### config.mk
export PLATFORM = sky130hd
export DESIGN_NAME = read_pair_sv_classifier_top_flat
export DESIGN_NICKNAME = d
export VERILOG_FILES = /design/src/rtl/core/rpsv_pkg.sv /design/src/rtl/core/rpsv_req_if.sv /design/src/rtl/core/rpsv_rsp_if.sv /design/src/rtl/core/rpsv_csr.sv /design/src/rtl/core/rpsv_classify.sv /design/src/rtl/core/read_pair_sv_classifier_top.sv /design/src/flat_wrapper.sv
export SDC_FILE = /design/constraint.sdc
export NUM_CORES = 2
export LEC_CHECK = 0
export BUFFER_PORTS_ARGS = -buffer_cell sky130_fd_sc_hd__buf_2
export CORE_ASPECT_RATIO = 1.5
export CORE_MARGIN = 2
export CORE_UTILIZATION = 62
export DETAILED_ROUTE_END_ITERATION = 6
export GPL_TIMING_DRIVEN = 0
export PLACE_DENSITY = 0.92
export SETUP_SLACK_MARGIN = 0.4
export SYNTH_ARGS = -nofsm -noshare
export SYNTH_HDL_FRONTEND = slang
export SYNTH_SLANG_ARGS = --single-unit
### constraint.sdc
create_clock -name clock -period 21.4 [get_ports clock]
set_input_delay 4.28 -clock clock [delete_from_list [all_inputs] [get_ports clock]]
set_output_delay 4.28 -clock clock [all_outputs]
set_load 0.005 [all_outputs]
### src/rtl/core/rpsv_pkg.sv
// rpsv_pkg: shared types and constants of the read pair sv classifier
// no dependencies; used by the channel interfaces and all rtl/core modules

package rpsv_pkg;

   // fixed field widths
   localparam int CHROM_W   = 16;
   localparam int POS_W     = 31;
   localparam int QUAL_W    = 8;
   localparam int WEIGHT_W  = 16;
   localparam int OUT_W     = 32;
   localparam int PDATA_W   = 32;
   localparam int PADDR_W   = 5;
   localparam int REG_IDX_W = 3;

   // configuration register indexes (byte address is 4 times the index)
   typedef enum logic [REG_IDX_W-1:0] {
      REG_BP_REACH      = 3'd0,
      REG_INTERVAL_SIZE = 3'd1,
      REG_MIN_UNSHARED  = 3'd2,
      REG_MIN_QUALITY   = 3'd3,
      REG_SPAN_UPPER    = 3'd4,
      REG_SPAN_LOWER    = 3'd5
   } reg_idx_type;

   // sv type codes
   typedef enum logic [1:0] {
      SV_DELETION    = 2'd0,
      SV_DUPLICATION = 2'd1,
      SV_INVERSION   = 2'd2
   } sv_code_type;

   // configuration registers as seen by the datapath
   typedef struct packed {
      logic [15:0]        bp_reach;
      logic [16:0]        interval_size;
      logic [15:0]        min_unshared;
      logic [QUAL_W-1:0]  min_quality;
      logic signed [31:0] span_upper;
      logic signed [31:0] span_lower;
   } cfg_type;

   // one request: a mapped read pair
   typedef struct packed {
      logic [CHROM_W-1:0]  chrom_rank_a;
      logic [POS_W-1:0]    start_a;
      logic [POS_W-1:0]    end_a;
      logic                minus_a;
      logic [QUAL_W-1:0]   quality_a;
      logic [CHROM_W-1:0]  chrom_rank_b;
      logic [POS_W-1:0]    start_b;
      logic [POS_W-1:0]    end_b;
      logic                minus_b;
      logic [QUAL_W-1:0]   quality_b;
      logic [WEIGHT_W-1:0] weight_in;
   } req_type;

   // one result
   typedef struct packed {
      logic                  keep;
      logic [1:0]            sv_type;
      logic [CHROM_W-1:0]    left_chrom;
      logic signed [OUT_W-1:0] left_bp_start;
      logic signed [OUT_W-1:0] left_bp_end;
      logic                  left_minus;
      logic [CHROM_W-1:0]    right_chrom;
      logic signed [OUT_W-1:0] right_bp_start;
      logic signed [OUT_W-1:0] right_bp_end;
      logic                  right_minus;
      logic [WEIGHT_W-1:0]   weight_out;
   } rsp_type;

endpackage

### src/rtl/core/rpsv_req_if.sv
// rpsv_req_if: request channel (valid, ready, read pair payload)
// depends on rpsv_pkg for field widths

interface rpsv_req_if;
   logic                             valid;
   logic                             ready;
   logic [rpsv_pkg::CHROM_W-1:0]     chrom_rank_a;
   logic [rpsv_pkg::POS_W-1:0]       start_a;
   logic [rpsv_pkg::POS_W-1:0]       end_a;
   logic                             minus_a;
   logic [rpsv_pkg::QUAL_W-1:0]      quality_a;
   logic [rpsv_pkg::CHROM_W-1:0]     chrom_rank_b;
   logic [rpsv_pkg::POS_W-1:0]       start_b;
   logic [rpsv_pkg::POS_W-1:0]       end_b;
   logic                             minus_b;
   logic [rpsv_pkg::QUAL_W-1:0]      quality_b;
   logic [rpsv_pkg::WEIGHT_W-1:0]    weight_in;

   modport source (
      output valid, chrom_rank_a, start_a, end_a, minus_a, quality_a,
             chrom_rank_b, start_b, end_b, minus_b, quality_b, weight_in,
      input  ready
   );
   modport sink (
      input  valid, chrom_rank_a, start_a, end_a, minus_a, quality_a,
             chrom_rank_b, start_b, end_b, minus_b, quality_b, weight_in,
      output ready
   );
endinterface

### src/rtl/core/rpsv_rsp_if.sv
// rpsv_rsp_if: result channel (valid, ready, classification payload)
// depends on rpsv_pkg for field widths

interface rpsv_rsp_if;
   logic                                  valid;
   logic                                  ready;
   logic                                  keep;
   logic [1:0]                            sv_type;
   logic [rpsv_pkg::CHROM_W-1:0]          left_chrom;
   logic signed [rpsv_pkg::OUT_W-1:0]     left_bp_start;
   logic signed [rpsv_pkg::OUT_W-1:0]     left_bp_end;
   logic                                  left_minus;
   logic [rpsv_pkg::CHROM_W-1:0]          right_chrom;
   logic signed [rpsv_pkg::OUT_W-1:0]     right_bp_start;
   logic signed [rpsv_pkg::OUT_W-1:0]     right_bp_end;
   logic                                  right_minus;
   logic [rpsv_pkg::WEIGHT_W-1:0]         weight_out;

   modport source (
      output valid, keep, sv_type, left_chrom, left_bp_start, left_bp_end, left_minus,
             right_chrom, right_bp_start, right_bp_end, right_minus, weight_out,
      input  ready
   );
   modport sink (
      input  valid, keep, sv_type, left_chrom, left_bp_start, left_bp_end, left_minus,
             right_chrom, right_bp_start, right_bp_end, right_minus, weight_out,
      output ready
   );
endinterface

### src/rtl/core/rpsv_csr.sv
// rpsv_csr: apb-style configuration registers of the classifier
// depends on rpsv_pkg (cfg_type, register indexes)

module rpsv_csr (
   input  logic                          clock,
   input  logic                          reset,
   input  logic                          psel,
   input  logic                          penable,
   input  logic                          pwrite,
   input  logic [rpsv_pkg::PADDR_W-1:0]  paddr,
   input  logic [rpsv_pkg::PDATA_W-1:0]  pwdata,
   output logic [rpsv_pkg::PDATA_W-1:0]  prdata,
   output logic                          pready,
   output rpsv_pkg::cfg_type             cfg
);

   rpsv_pkg::cfg_type     cfg_ff;
   rpsv_pkg::cfg_type     cfg_in;
   rpsv_pkg::reg_idx_type idx;
   logic                  wr_en;

   assign pready = 1'b1;
   assign idx    = rpsv_pkg::reg_idx_type'(paddr[rpsv_pkg::PADDR_W-1:2]);
   assign wr_en  = psel && penable && pwrite;

   // register write decode, unknown indexes ignored
   always_comb begin
      cfg_in = cfg_ff;
      if (wr_en) begin
         case (idx)
            rpsv_pkg::REG_BP_REACH:      cfg_in.bp_reach      = pwdata[15:0];
            rpsv_pkg::REG_INTERVAL_SIZE: cfg_in.interval_size = pwdata[16:0];
            rpsv_pkg::REG_MIN_UNSHARED:  cfg_in.min_unshared  = pwdata[15:0];
            rpsv_pkg::REG_MIN_QUALITY:   cfg_in.min_quality   = pwdata[7:0];
            rpsv_pkg::REG_SPAN_UPPER:    cfg_in.span_upper    = $signed(pwdata);
            rpsv_pkg::REG_SPAN_LOWER:    cfg_in.span_lower    = $signed(pwdata);
            default: ;
         endcase
      end
   end

   always_ff @(posedge clock) begin
      if (reset) begin
         cfg_ff <= '0;
      end else begin
         cfg_ff <= cfg_in;
      end
   end

   // read mux
   always_comb begin
      case (idx)
         rpsv_pkg::REG_BP_REACH:      prdata = {16'd0, cfg_ff.bp_reach};
         rpsv_pkg::REG_INTERVAL_SIZE: prdata = {15'd0, cfg_ff.interval_size};
         rpsv_pkg::REG_MIN_UNSHARED:  prdata = {16'd0, cfg_ff.min_unshared};
         rpsv_pkg::REG_MIN_QUALITY:   prdata = {24'd0, cfg_ff.min_quality};
         rpsv_pkg::REG_SPAN_UPPER:    prdata = cfg_ff.span_upper;
         rpsv_pkg::REG_SPAN_LOWER:    prdata = cfg_ff.span_lower;
         default:                     prdata = '0;
      endcase
   end

   assign cfg = cfg_ff;

endmodule

### src/rtl/core/rpsv_classify.sv
// rpsv_classify: combinational classification of one registered read pair
// depends on rpsv_pkg (req_type, rsp_type, cfg_type, sv codes)

module rpsv_classify #(
   parameter int COORD_BITS = 32
) (
   input  rpsv_pkg::req_type req,
   input  rpsv_pkg::cfg_type cfg,
   output rpsv_pkg::rsp_type rsp
);

   localparam int CB = COORD_BITS;
   localparam int SW = (COORD_BITS > 32) ? COORD_BITS : 32;

   typedef struct packed {
      logic [rpsv_pkg::CHROM_W-1:0] chrom;
      logic [CB-1:0]                first;
      logic [CB-1:0]                last;
      logic                         minus;
   } read_type;

   typedef struct packed {
      logic [CB-1:0] bs;
      logic [CB-1:0] be;
   } bp_type;

   // breakpoint interval of one read, wrapping at CB bits
   function automatic bp_type bp_interval(input read_type r, input logic [CB-1:0] bd,
                                          input logic [CB-1:0] isz);
      bp_type res;
      if (!r.minus) begin
         res.bs = r.last - bd;
         res.be = res.bs + isz - CB'(1);
      end else begin
         res.be = r.first + bd;
         res.bs = res.be - isz + CB'(1);
      end
      return res;
   endfunction

   read_type          a, b, l, r;
   logic [rpsv_pkg::QUAL_W-1:0] qmin;
   logic [CB-1:0]     len_l, len_r, mn_end, mx_st, overlap, mn_len, non_ov, non_ov_abs;
   logic [CB-1:0]     span;
   logic signed [SW-1:0] span_x, up_x, lo_x;
   logic              sane, aberrant;
   logic [CB-1:0]     bd_x, isz_x;
   bp_type            lbp, rbp;

   always_comb begin
      // unpack reads, last base is one-past end minus one
      a.chrom = req.chrom_rank_a;
      a.first = CB'(req.start_a);
      a.last  = CB'(req.end_a) - CB'(1);
      a.minus = req.minus_a;
      b.chrom = req.chrom_rank_b;
      b.first = CB'(req.start_b);
      b.last  = CB'(req.end_b) - CB'(1);
      b.minus = req.minus_b;

      // order: greater rank left, else smaller start left, a on a tie
      if (a.chrom > b.chrom) begin
         l = a; r = b;
      end else if (a.chrom < b.chrom) begin
         l = b; r = a;
      end else if ($signed(a.first) > $signed(b.first)) begin
         l = b; r = a;
      end else begin
         l = a; r = b;
      end

      // sanity: quality and non-overlap
      qmin    = (req.quality_a < req.quality_b) ? req.quality_a : req.quality_b;
      len_l   = l.last - l.first;
      len_r   = r.last - r.first;
      mn_end  = ($signed(l.last) < $signed(r.last)) ? l.last : r.last;
      mx_st   = ($signed(l.first) > $signed(r.first)) ? l.first : r.first;
      overlap = mn_end - mx_st;
      mn_len  = ($signed(len_l) < $signed(len_r)) ? len_l : len_r;
      non_ov  = mn_len - overlap;
      non_ov_abs = ($signed(non_ov) < 0) ? (CB'(0) - non_ov) : non_ov;
      sane = (qmin >= cfg.min_quality);
      if (($signed(overlap) > 0) &&
          ($signed(non_ov_abs) < $signed(CB'(cfg.min_unshared)))) begin
         sane = 1'b0;
      end

      // aberrance: equal strands, minus-strand left read, or span outside thresholds
      span   = r.last - l.first;
      span_x = SW'($signed(span));
      up_x   = SW'($signed(cfg.span_upper));
      lo_x   = SW'($signed(cfg.span_lower));
      aberrant = (l.minus == r.minus) || l.minus || (span_x >= up_x) || (span_x <= lo_x);

      // breakpoint intervals
      bd_x  = CB'(cfg.bp_reach);
      isz_x = CB'(cfg.interval_size);
      lbp   = bp_interval(l, bd_x, isz_x);
      rbp   = bp_interval(r, bd_x, isz_x);

      // result
      rsp.keep = sane && aberrant;
      if (l.minus == r.minus) begin
         rsp.sv_type = rpsv_pkg::SV_INVERSION;
      end else if (!l.minus) begin
         rsp.sv_type = rpsv_pkg::SV_DELETION;
      end else begin
         rsp.sv_type = rpsv_pkg::SV_DUPLICATION;
      end
      rsp.left_chrom     = l.chrom;
      rsp.left_bp_start  = rpsv_pkg::OUT_W'($signed(lbp.bs));
      rsp.left_bp_end    = rpsv_pkg::OUT_W'($signed(lbp.be));
      rsp.left_minus     = l.minus;
      rsp.right_chrom    = r.chrom;
      rsp.right_bp_start = rpsv_pkg::OUT_W'($signed(rbp.bs));
      rsp.right_bp_end   = rpsv_pkg::OUT_W'($signed(rbp.be));
      rsp.right_minus    = r.minus;
      rsp.weight_out     = req.weight_in;
   end

endmodule

### src/rtl/core/read_pair_sv_classifier_top.sv
// read_pair_sv_classifier_top: read pair sv classifier, input register, logic, result register
// depends on rpsv_pkg, rpsv_req_if, rpsv_rsp_if, rpsv_csr, rpsv_classify
//
//   channel   direction  handshake           payload
//   req_chan  in         valid/ready         one mapped read pair and weight
//   rsp_chan  out        valid/ready         keep, sv type, two intervals, weight
//   apb       in         psel/penable/pready six configuration registers
//
// one request per cycle sustained while rsp is not stalled; an accepted request is held in the
// input register, classified, and rsp valid rises once it moves into the result register.
// reset is synchronous and active high: valid flags and configuration registers clear,
// the payload registers are not reset.
// a stalled result holds in the result register while the input register still
// fills; req ready drops only when both registers are occupied and rsp is stalled.

module read_pair_sv_classifier_top #(
   parameter int COORD_BITS = 32
) (
   input  logic                          clock,
   input  logic                          reset,
   rpsv_req_if.sink                      req_chan,
   rpsv_rsp_if.source                    rsp_chan,
   input  logic                          psel,
   input  logic                          penable,
   input  logic                          pwrite,
   input  logic [rpsv_pkg::PADDR_W-1:0]  paddr,
   input  logic [rpsv_pkg::PDATA_W-1:0]  pwdata,
   output logic [rpsv_pkg::PDATA_W-1:0]  prdata,
   output logic                          pready
);

   rpsv_pkg::cfg_type cfg;
   rpsv_pkg::req_type req_ff, req_in;
   rpsv_pkg::rsp_type rsp_ff, rsp_in;
   logic              in_vld_ff, in_vld_in;
   logic              out_vld_ff, out_vld_in;
   logic              adv;

   // configuration registers
   rpsv_csr u_csr (
      .clock   (clock),
      .reset   (reset),
      .psel    (psel),
      .penable (penable),
      .pwrite  (pwrite),
      .paddr   (paddr),
      .pwdata  (pwdata),
      .prdata  (prdata),
      .pready  (pready),
      .cfg     (cfg)
   );

   // pipeline control
   assign adv            = !out_vld_ff || rsp_chan.ready;
   assign req_chan.ready = !in_vld_ff || adv;

   always_comb begin
      in_vld_in  = req_chan.ready ? req_chan.valid : in_vld_ff;
      out_vld_in = adv ? in_vld_ff : out_vld_ff;
   end

   always_ff @(posedge clock) begin
      if (reset) begin
         in_vld_ff  <= 1'b0;
         out_vld_ff <= 1'b0;
      end else begin
         in_vld_ff  <= in_vld_in;
         out_vld_ff <= out_vld_in;
      end
   end

   // input register payload
   always_comb begin
      req_in = req_ff;
      if (req_chan.ready && req_chan.valid) begin
         req_in.chrom_rank_a = req_chan.chrom_rank_a;
         req_in.start_a      = req_chan.start_a;
         req_in.end_a        = req_chan.end_a;
         req_in.minus_a      = req_chan.minus_a;
         req_in.quality_a    = req_chan.quality_a;
         req_in.chrom_rank_b = req_chan.chrom_rank_b;
         req_in.start_b      = req_chan.start_b;
         req_in.end_b        = req_chan.end_b;
         req_in.minus_b      = req_chan.minus_b;
         req_in.quality_b    = req_chan.quality_b;
         req_in.weight_in    = req_chan.weight_in;
      end
   end

   always_ff @(posedge clock) begin
      req_ff <= req_in;
   end

   // classification logic
   rpsv_pkg::rsp_type cls;

   rpsv_classify #(
      .COORD_BITS (COORD_BITS)
   ) u_classify (
      .req (req_ff),
      .cfg (cfg),
      .rsp (cls)
   );

   // result register payload
   always_comb begin
      rsp_in = (adv && in_vld_ff) ? cls : rsp_ff;
   end

   always_ff @(posedge clock) begin
      rsp_ff <= rsp_in;
   end

   // result channel
   assign rsp_chan.valid          = out_vld_ff;
   assign rsp_chan.keep           = rsp_ff.keep;
   assign rsp_chan.sv_type        = rsp_ff.sv_type;
   assign rsp_chan.left_chrom     = rsp_ff.left_chrom;
   assign rsp_chan.left_bp_start  = rsp_ff.left_bp_start;
   assign rsp_chan.left_bp_end    = rsp_ff.left_bp_end;
   assign rsp_chan.left_minus     = rsp_ff.left_minus;
   assign rsp_chan.right_chrom    = rsp_ff.right_chrom;
   assign rsp_chan.right_bp_start = rsp_ff.right_bp_start;
   assign rsp_chan.right_bp_end   = rsp_ff.right_bp_end;
   assign rsp_chan.right_minus    = rsp_ff.right_minus;
   assign rsp_chan.weight_out     = rsp_ff.weight_out;

   // checks
   a_accept_fills: assert property (@(posedge clock) disable iff (reset)
      req_chan.valid && req_chan.ready |=> in_vld_ff)
      else $error("accepted request not held in input register");

   a_stall_holds: assert property (@(posedge clock) disable iff (reset)
      in_vld_ff && !adv |=> in_vld_ff && out_vld_ff)
      else $error("stalled request lost");

   a_no_invent: assert property (@(posedge clock) disable iff (reset)
      rsp_chan.valid && rsp_chan.ready && !in_vld_ff |=> !rsp_chan.valid)
      else $error("result appeared without a request");

   a_inv_strands: assert property (@(posedge clock) disable iff (reset)
      rsp_chan.valid && (rsp_chan.sv_type == rpsv_pkg::SV_INVERSION)
         |-> (rsp_chan.left_minus == rsp_chan.right_minus))
      else $error("inversion with differing strands");

endmodule

### src/flat_wrapper.sv
// flat-port wrapper written by rule: the top's interface ports become plain ports
module read_pair_sv_classifier_top_flat 
#(
   parameter int COORD_BITS = 32
)
  (clock, reset, psel, penable, pwrite, paddr, pwdata, prdata, pready, req_chan_valid, req_chan_chrom_rank_a, req_chan_start_a, req_chan_end_a, req_chan_minus_a, req_chan_quality_a, req_chan_chrom_rank_b, req_chan_start_b, req_chan_end_b, req_chan_minus_b, req_chan_quality_b, req_chan_weight_in, req_chan_ready, rsp_chan_valid, rsp_chan_keep, rsp_chan_sv_type, rsp_chan_left_chrom, rsp_chan_left_bp_start, rsp_chan_left_bp_end, rsp_chan_left_minus, rsp_chan_right_chrom, rsp_chan_right_bp_start, rsp_chan_right_bp_end, rsp_chan_right_minus, rsp_chan_weight_out, rsp_chan_ready);
  rpsv_req_if req_chan_i ();
  rpsv_rsp_if rsp_chan_i ();
  input  logic clock;
  input  logic reset;
  input  logic psel;
  input  logic penable;
  input  logic pwrite;
  input  logic [rpsv_pkg::PADDR_W-1:0] paddr;
  input  logic [rpsv_pkg::PDATA_W-1:0] pwdata;
  output logic [rpsv_pkg::PDATA_W-1:0] prdata;
  output logic pready;
  input wire logic [$bits(req_chan_i.valid)-1:0] req_chan_valid;
  input wire logic [$bits(req_chan_i.chrom_rank_a)-1:0] req_chan_chrom_rank_a;
  input wire logic [$bits(req_chan_i.start_a)-1:0] req_chan_start_a;
  input wire logic [$bits(req_chan_i.end_a)-1:0] req_chan_end_a;
  input wire logic [$bits(req_chan_i.minus_a)-1:0] req_chan_minus_a;
  input wire logic [$bits(req_chan_i.quality_a)-1:0] req_chan_quality_a;
  input wire logic [$bits(req_chan_i.chrom_rank_b)-1:0] req_chan_chrom_rank_b;
  input wire logic [$bits(req_chan_i.start_b)-1:0] req_chan_start_b;
  input wire logic [$bits(req_chan_i.end_b)-1:0] req_chan_end_b;
  input wire logic [$bits(req_chan_i.minus_b)-1:0] req_chan_minus_b;
  input wire logic [$bits(req_chan_i.quality_b)-1:0] req_chan_quality_b;
  input wire logic [$bits(req_chan_i.weight_in)-1:0] req_chan_weight_in;
  output wire logic [$bits(req_chan_i.ready)-1:0] req_chan_ready;
  output wire logic [$bits(rsp_chan_i.valid)-1:0] rsp_chan_valid;
  output wire logic [$bits(rsp_chan_i.keep)-1:0] rsp_chan_keep;
  output wire logic [$bits(rsp_chan_i.sv_type)-1:0] rsp_chan_sv_type;
  output wire logic [$bits(rsp_chan_i.left_chrom)-1:0] rsp_chan_left_chrom;
  output wire logic [$bits(rsp_chan_i.left_bp_start)-1:0] rsp_chan_left_bp_start;
  output wire logic [$bits(rsp_chan_i.left_bp_end)-1:0] rsp_chan_left_bp_end;
  output wire logic [$bits(rsp_chan_i.left_minus)-1:0] rsp_chan_left_minus;
  output wire logic [$bits(rsp_chan_i.right_chrom)-1:0] rsp_chan_right_chrom;
  output wire logic [$bits(rsp_chan_i.right_bp_start)-1:0] rsp_chan_right_bp_start;
  output wire logic [$bits(rsp_chan_i.right_bp_end)-1:0] rsp_chan_right_bp_end;
  output wire logic [$bits(rsp_chan_i.right_minus)-1:0] rsp_chan_right_minus;
  output wire logic [$bits(rsp_chan_i.weight_out)-1:0] rsp_chan_weight_out;
  input wire logic [$bits(rsp_chan_i.ready)-1:0] rsp_chan_ready;
  assign req_chan_i.valid = req_chan_valid;
  assign req_chan_i.chrom_rank_a = req_chan_chrom_rank_a;
  assign req_chan_i.start_a = req_chan_start_a;
  assign req_chan_i.end_a = req_chan_end_a;
  assign req_chan_i.minus_a = req_chan_minus_a;
  assign req_chan_i.quality_a = req_chan_quality_a;
  assign req_chan_i.chrom_rank_b = req_chan_chrom_rank_b;
  assign req_chan_i.start_b = req_chan_start_b;
  assign req_chan_i.end_b = req_chan_end_b;
  assign req_chan_i.minus_b = req_chan_minus_b;
  assign req_chan_i.quality_b = req_chan_quality_b;
  assign req_chan_i.weight_in = req_chan_weight_in;
  assign req_chan_ready = req_chan_i.ready;
  assign rsp_chan_valid = rsp_chan_i.valid;
  assign rsp_chan_keep = rsp_chan_i.keep;
  assign rsp_chan_sv_type = rsp_chan_i.sv_type;
  assign rsp_chan_left_chrom = rsp_chan_i.left_chrom;
  assign rsp_chan_left_bp_start = rsp_chan_i.left_bp_start;
  assign rsp_chan_left_bp_end = rsp_chan_i.left_bp_end;
  assign rsp_chan_left_minus = rsp_chan_i.left_minus;
  assign rsp_chan_right_chrom = rsp_chan_i.right_chrom;
  assign rsp_chan_right_bp_start = rsp_chan_i.right_bp_start;
  assign rsp_chan_right_bp_end = rsp_chan_i.right_bp_end;
  assign rsp_chan_right_minus = rsp_chan_i.right_minus;
  assign rsp_chan_weight_out = rsp_chan_i.weight_out;
  assign rsp_chan_i.ready = rsp_chan_ready;
  read_pair_sv_classifier_top #(.COORD_BITS(COORD_BITS)) u_core (.clock(clock), .reset(reset), .req_chan(req_chan_i), .rsp_chan(rsp_chan_i), .psel(psel), .penable(penable), .pwrite(pwrite), .paddr(paddr), .pwdata(pwdata), .prdata(prdata), .pready(pready));
endmodule
==> summary.txt <==
Synth
  – Seq/Total Area, Yosys: 0.3008
  – Ys async rst share: 0
  – Synthesized area: 45230 um2
  – Post-synth cell types: 94
  – Post-synth EDFFs: 371
  – Top FF cell, synth: edfxtp_1
  – Net Count, Synth: 6100
  – Synth area leaders: edfxtp_1 25%, ha_1 17%, dfxtp_1 5.4%, xnor2_1 5.0%, a21oi_1 4.8%
  – Average instance area after synthesis: 8.628 um2
  – Yosys reg bits: 494
  – Synthesized instance count: 5242
  – Largest area contributor in the netlist: edfxtp_1
  – Synth top area share: 0.2463
  – Synth Warn #: 0

Pwr
  – P_sw: 3.564 mW
  – Sw Ratio: 0.4949
  – Tot Pwr: 7.201 mW
  – Sequential share of power: 0.162
  – Combinational share of power: 0.723
  – Pwr/cell area: 143.2 nW/um2
  – Pleak: 21.77 nW
  – Maximum vdd drop: 193.2 uV
  – Clk pwr share: 0.115
  – Cell-internal power: 3.637 mW

Critical path
  – Slowest cell delay on critical path: 650 ps
  – Reg2reg start: u_core.req_ff[57]$_DFFE_PP_
  – Slowest stage cell, crit path: nor4_2
  – Worst Setup End Kind: register
  – Most frequent CP cell: o21ai_0
  – Worst reg2reg path endpoint: u_core.rsp_chan.keep$_DFFE_PP_
  – CP max FO: 10
  – Crit Path Class: reg -> reg
  – Startpoint Class: register
  – Critical path arrival: 20690 ps
  – Worst reg-to-reg setup slack: 1070 ps
  – Register-to-Register Path Depth: 78
  – WP data required: 21760 ps

STA
  – Max-slew headroom: 0.05348
  – Final Hold Vio Count: 0
  – Final hold slack: 415.0 ps
  – Clock Skew: 25.37 ps
  – Final setup fails: 0
  – Setup Total Neg Slack: 0 ps
  – RSZ-0062 raised after global routing: no
  – Period utilization: 0.9500
  – Slew @ Worst Pin: 1380 ps
  – Final Critical Period: 20330 ps
  – Max Clk Rate: 49.19 MHz
  – Final worst slack: 1071 ps
  – Fin. max-slew vios: 0

Placed design
  – Dpl cells: 6615
  – Placed cell areas: 48770 um2
  – Dpl ws: -936.7 ps
  – Final GP Congestion: 1.140
  – Port buffer count: 444
  – Final HPWL DP: 134200 um

Floorplanning
  – Initial Util: 0.6250
  – Die area: 75170 um2
  – Die X: 224.5 um
  – # rows: 121
  – Die Span Y: 334.8 um
  – Top-Level Pins: 450
  – CORE AREA: 72370 um2

Final layout
  – Fraction of layout cells with a size suffix above 1: 0.1167
  – Most common cell after layout, fill and taps aside: ha_1
  – Finished Cell Area: 50300 um2
  – Final Core Density: 0.6951
  – Synth-to-Final Area Change: 11.21%
  – Filler cells: 5765
  – Finished Layout Cells: 6703
  – Area used by multi-input combinational logic: 29270 um2
  – Commonest cells after routing, fill and taps aside: 613 x ha_1, 557 x nand2_1, 492 x inv_1, 456 x buf_2, 431 x a21oi_1
  – Sequential cell area: 13600 um2
  – Nets@finish: 6598

Routing
  – Drt wl/cell: 24.78 um
  – # DRC: 0
  – Vias: 43110
  – Pre-antenna DRT Iters: 6
  – Wirelength, routed: 166100 um
  – Iteration-0 DRC Markers: 4446
  – Vias per inst: 6.431
  – DRT antenna net count: 0

Clocking
  – Clock root cell: clkbuf_16
  – Clock insertion delay at the later pin of the skew report: 640 ps
  – TritonCTS buffer count: 46
  – Sink Count: 494
  – H-tree Lvls: 2
  – CTS tree: yes
  – Hold_buf cts: 0
  – Clock slew at reported path FFs: 70 ps
  – Max clock buf depth: 3
  – Postcts setup bufs: 0

GRT
  – GRT Util Overall: 0.4316
  – Pin count of the biggest net entering global routing: 72
  – Vias in the first global route: 42280
  – Initial antenna violation count: 4
  – First-pass GRT wire length: 243500 um
  – Grt ovf: 0

Worst hold path
  – Hold endpoint: u_core.rsp_chan.weight_out[7]$_DFFE_PP_
  – Hold wc startpoint: u_core.req_ff[7]$_DFFE_PP_
  – Hold path depth: 0
  – Hold Crit Class: reg -> reg

Run
  – Max cap viols: 0

Status
  – Run status: completed
## cell usage after synthesis (52+ instances only)
cell type	n
nor2b_1	76
xor2_1	139
ha_1	613
a21oi_1	432
nand2b_1	89
nand4_1	52
nand3_1	103
or3_1	73
mux2i_1	174
dfxtp_1	123
edfxtp_1	371
nor2_1	313
xnor2_1	258
inv_1	492
clkbuf_1	94
nand2_1	557
a21o_1	115
nor3_1	137
o21ai_0	368
## kinds of logic after synthesis
kind of cell             after synthesis  synth area share
adder cells (fa/ha/maj)              624            0.1744
AO/OA/AOI/OAI                       1311            0.1761
XOR/XNOR                             400           0.07829
flip-flops                           494            0.3008
AND/OR/NAND/NOR                     1560            0.1645
other                                  1        0.00008291
multiplexers                         227           0.05262
buffers and inverters                625           0.05320
## flip-flops by register name, summed over array words and instances, names as in the netlist
register                        flops
u_core.rsp_chan.keep                1
u_core.in_vld_ff                    1
u_core.rsp_chan.left_chrom         16
u_core.rsp_chan.right_minus         1
u_core.rsp_chan.left_minus          1
u_core.rsp_chan.weight_out         16
u_core.rsp_chan.left_bp_start      32
u_core.rsp_chan.valid               1
u_core.rsp_chan.right_chrom        16
u_core.rsp_chan.right_bp_end       32
u_core.req_ff                     190
u_core.rsp_chan.sv_type             2
u_core.u_csr.cfg                  121
u_core.rsp_chan.right_bp_start     32
u_core.rsp_chan.left_bp_end        32
## power groups by stage
stage               registers (mW)  clock network (mW)  logic (mW)
detailed placement            1.19                   0        4.99
finish                        1.17               0.829        5.20
global route                  1.17               0.864        5.70
CTS                           1.17               0.830        5.04
global placement              1.20                   0        4.84
floorplan                     1.19                   0        3.76
## metal layers
metal / share of wire / global-route usage / vias up
met3: 0.091 / 0.09270 / 831
li1: - / - / 19820
met2: 0.46 / 0.7110 / 2518
met5: 0.00026 / 0 / -
met1: 0.34 / 0.4578 / 19940
met4: 0.11 / 0.4057 / 6
## final cells by class
class	instances	area share
diodes	4	0.0001990
plain buffers	130	0.01102
clock buffers	49	0.02311
clock inverters	36	0.006194
inverters	494	0.03686
multi-input cells	4123	0.5820
flip-flops and latches	494	0.2704
well taps	922	0.02293
repair buffers	451	0.04726
## what timing repair did
action | CTS | global route
endpoints found under the setup margin | 1 | 1
pin swaps | 0 | 1
cloned | 0 | 0
resized for setup | 2 | 9
## how the worst max path moves through the flow
stage	cells after the start	endpoint	from	slack, ps
after floorplan	77	u_core.rsp_chan.keep$_DFFE_PP_	u_core.req_ff[181]$_DFFE_PP_	6150
after global placement	79	u_core.rsp_chan.keep$_DFFE_PP_	u_core.req_ff[185]$_DFFE_PP_	-640
after detailed placement	79	u_core.rsp_chan.keep$_DFFE_PP_	u_core.req_ff[185]$_DFFE_PP_	-940
after CTS	76	u_core.rsp_chan.keep$_DFFE_PP_	u_core.req_ff[185]$_DFFE_PP_	850
after global routing	79	u_core.rsp_chan.keep$_DFFE_PP_	u_core.req_ff[185]$_DFFE_PP_	470
final	78	u_core.rsp_chan.keep$_DFFE_PP_	u_core.req_ff[57]$_DFFE_PP_	1070
## worst max-delay path: cells and delay by family (launching register included)
kind / cells / cell delay (ps)
AND/OR/NAND/NOR: 19 / 3580
flip-flops: 1 / 620
buffers and inverters: 8 / 3210
adder cells (fa/ha/maj): 6 / 1870
multiplexers: 1 / 280
XOR/XNOR: 4 / 1360
AO/OA/AOI/OAI: 40 / 9020
(Power assumes the default switching activity.)
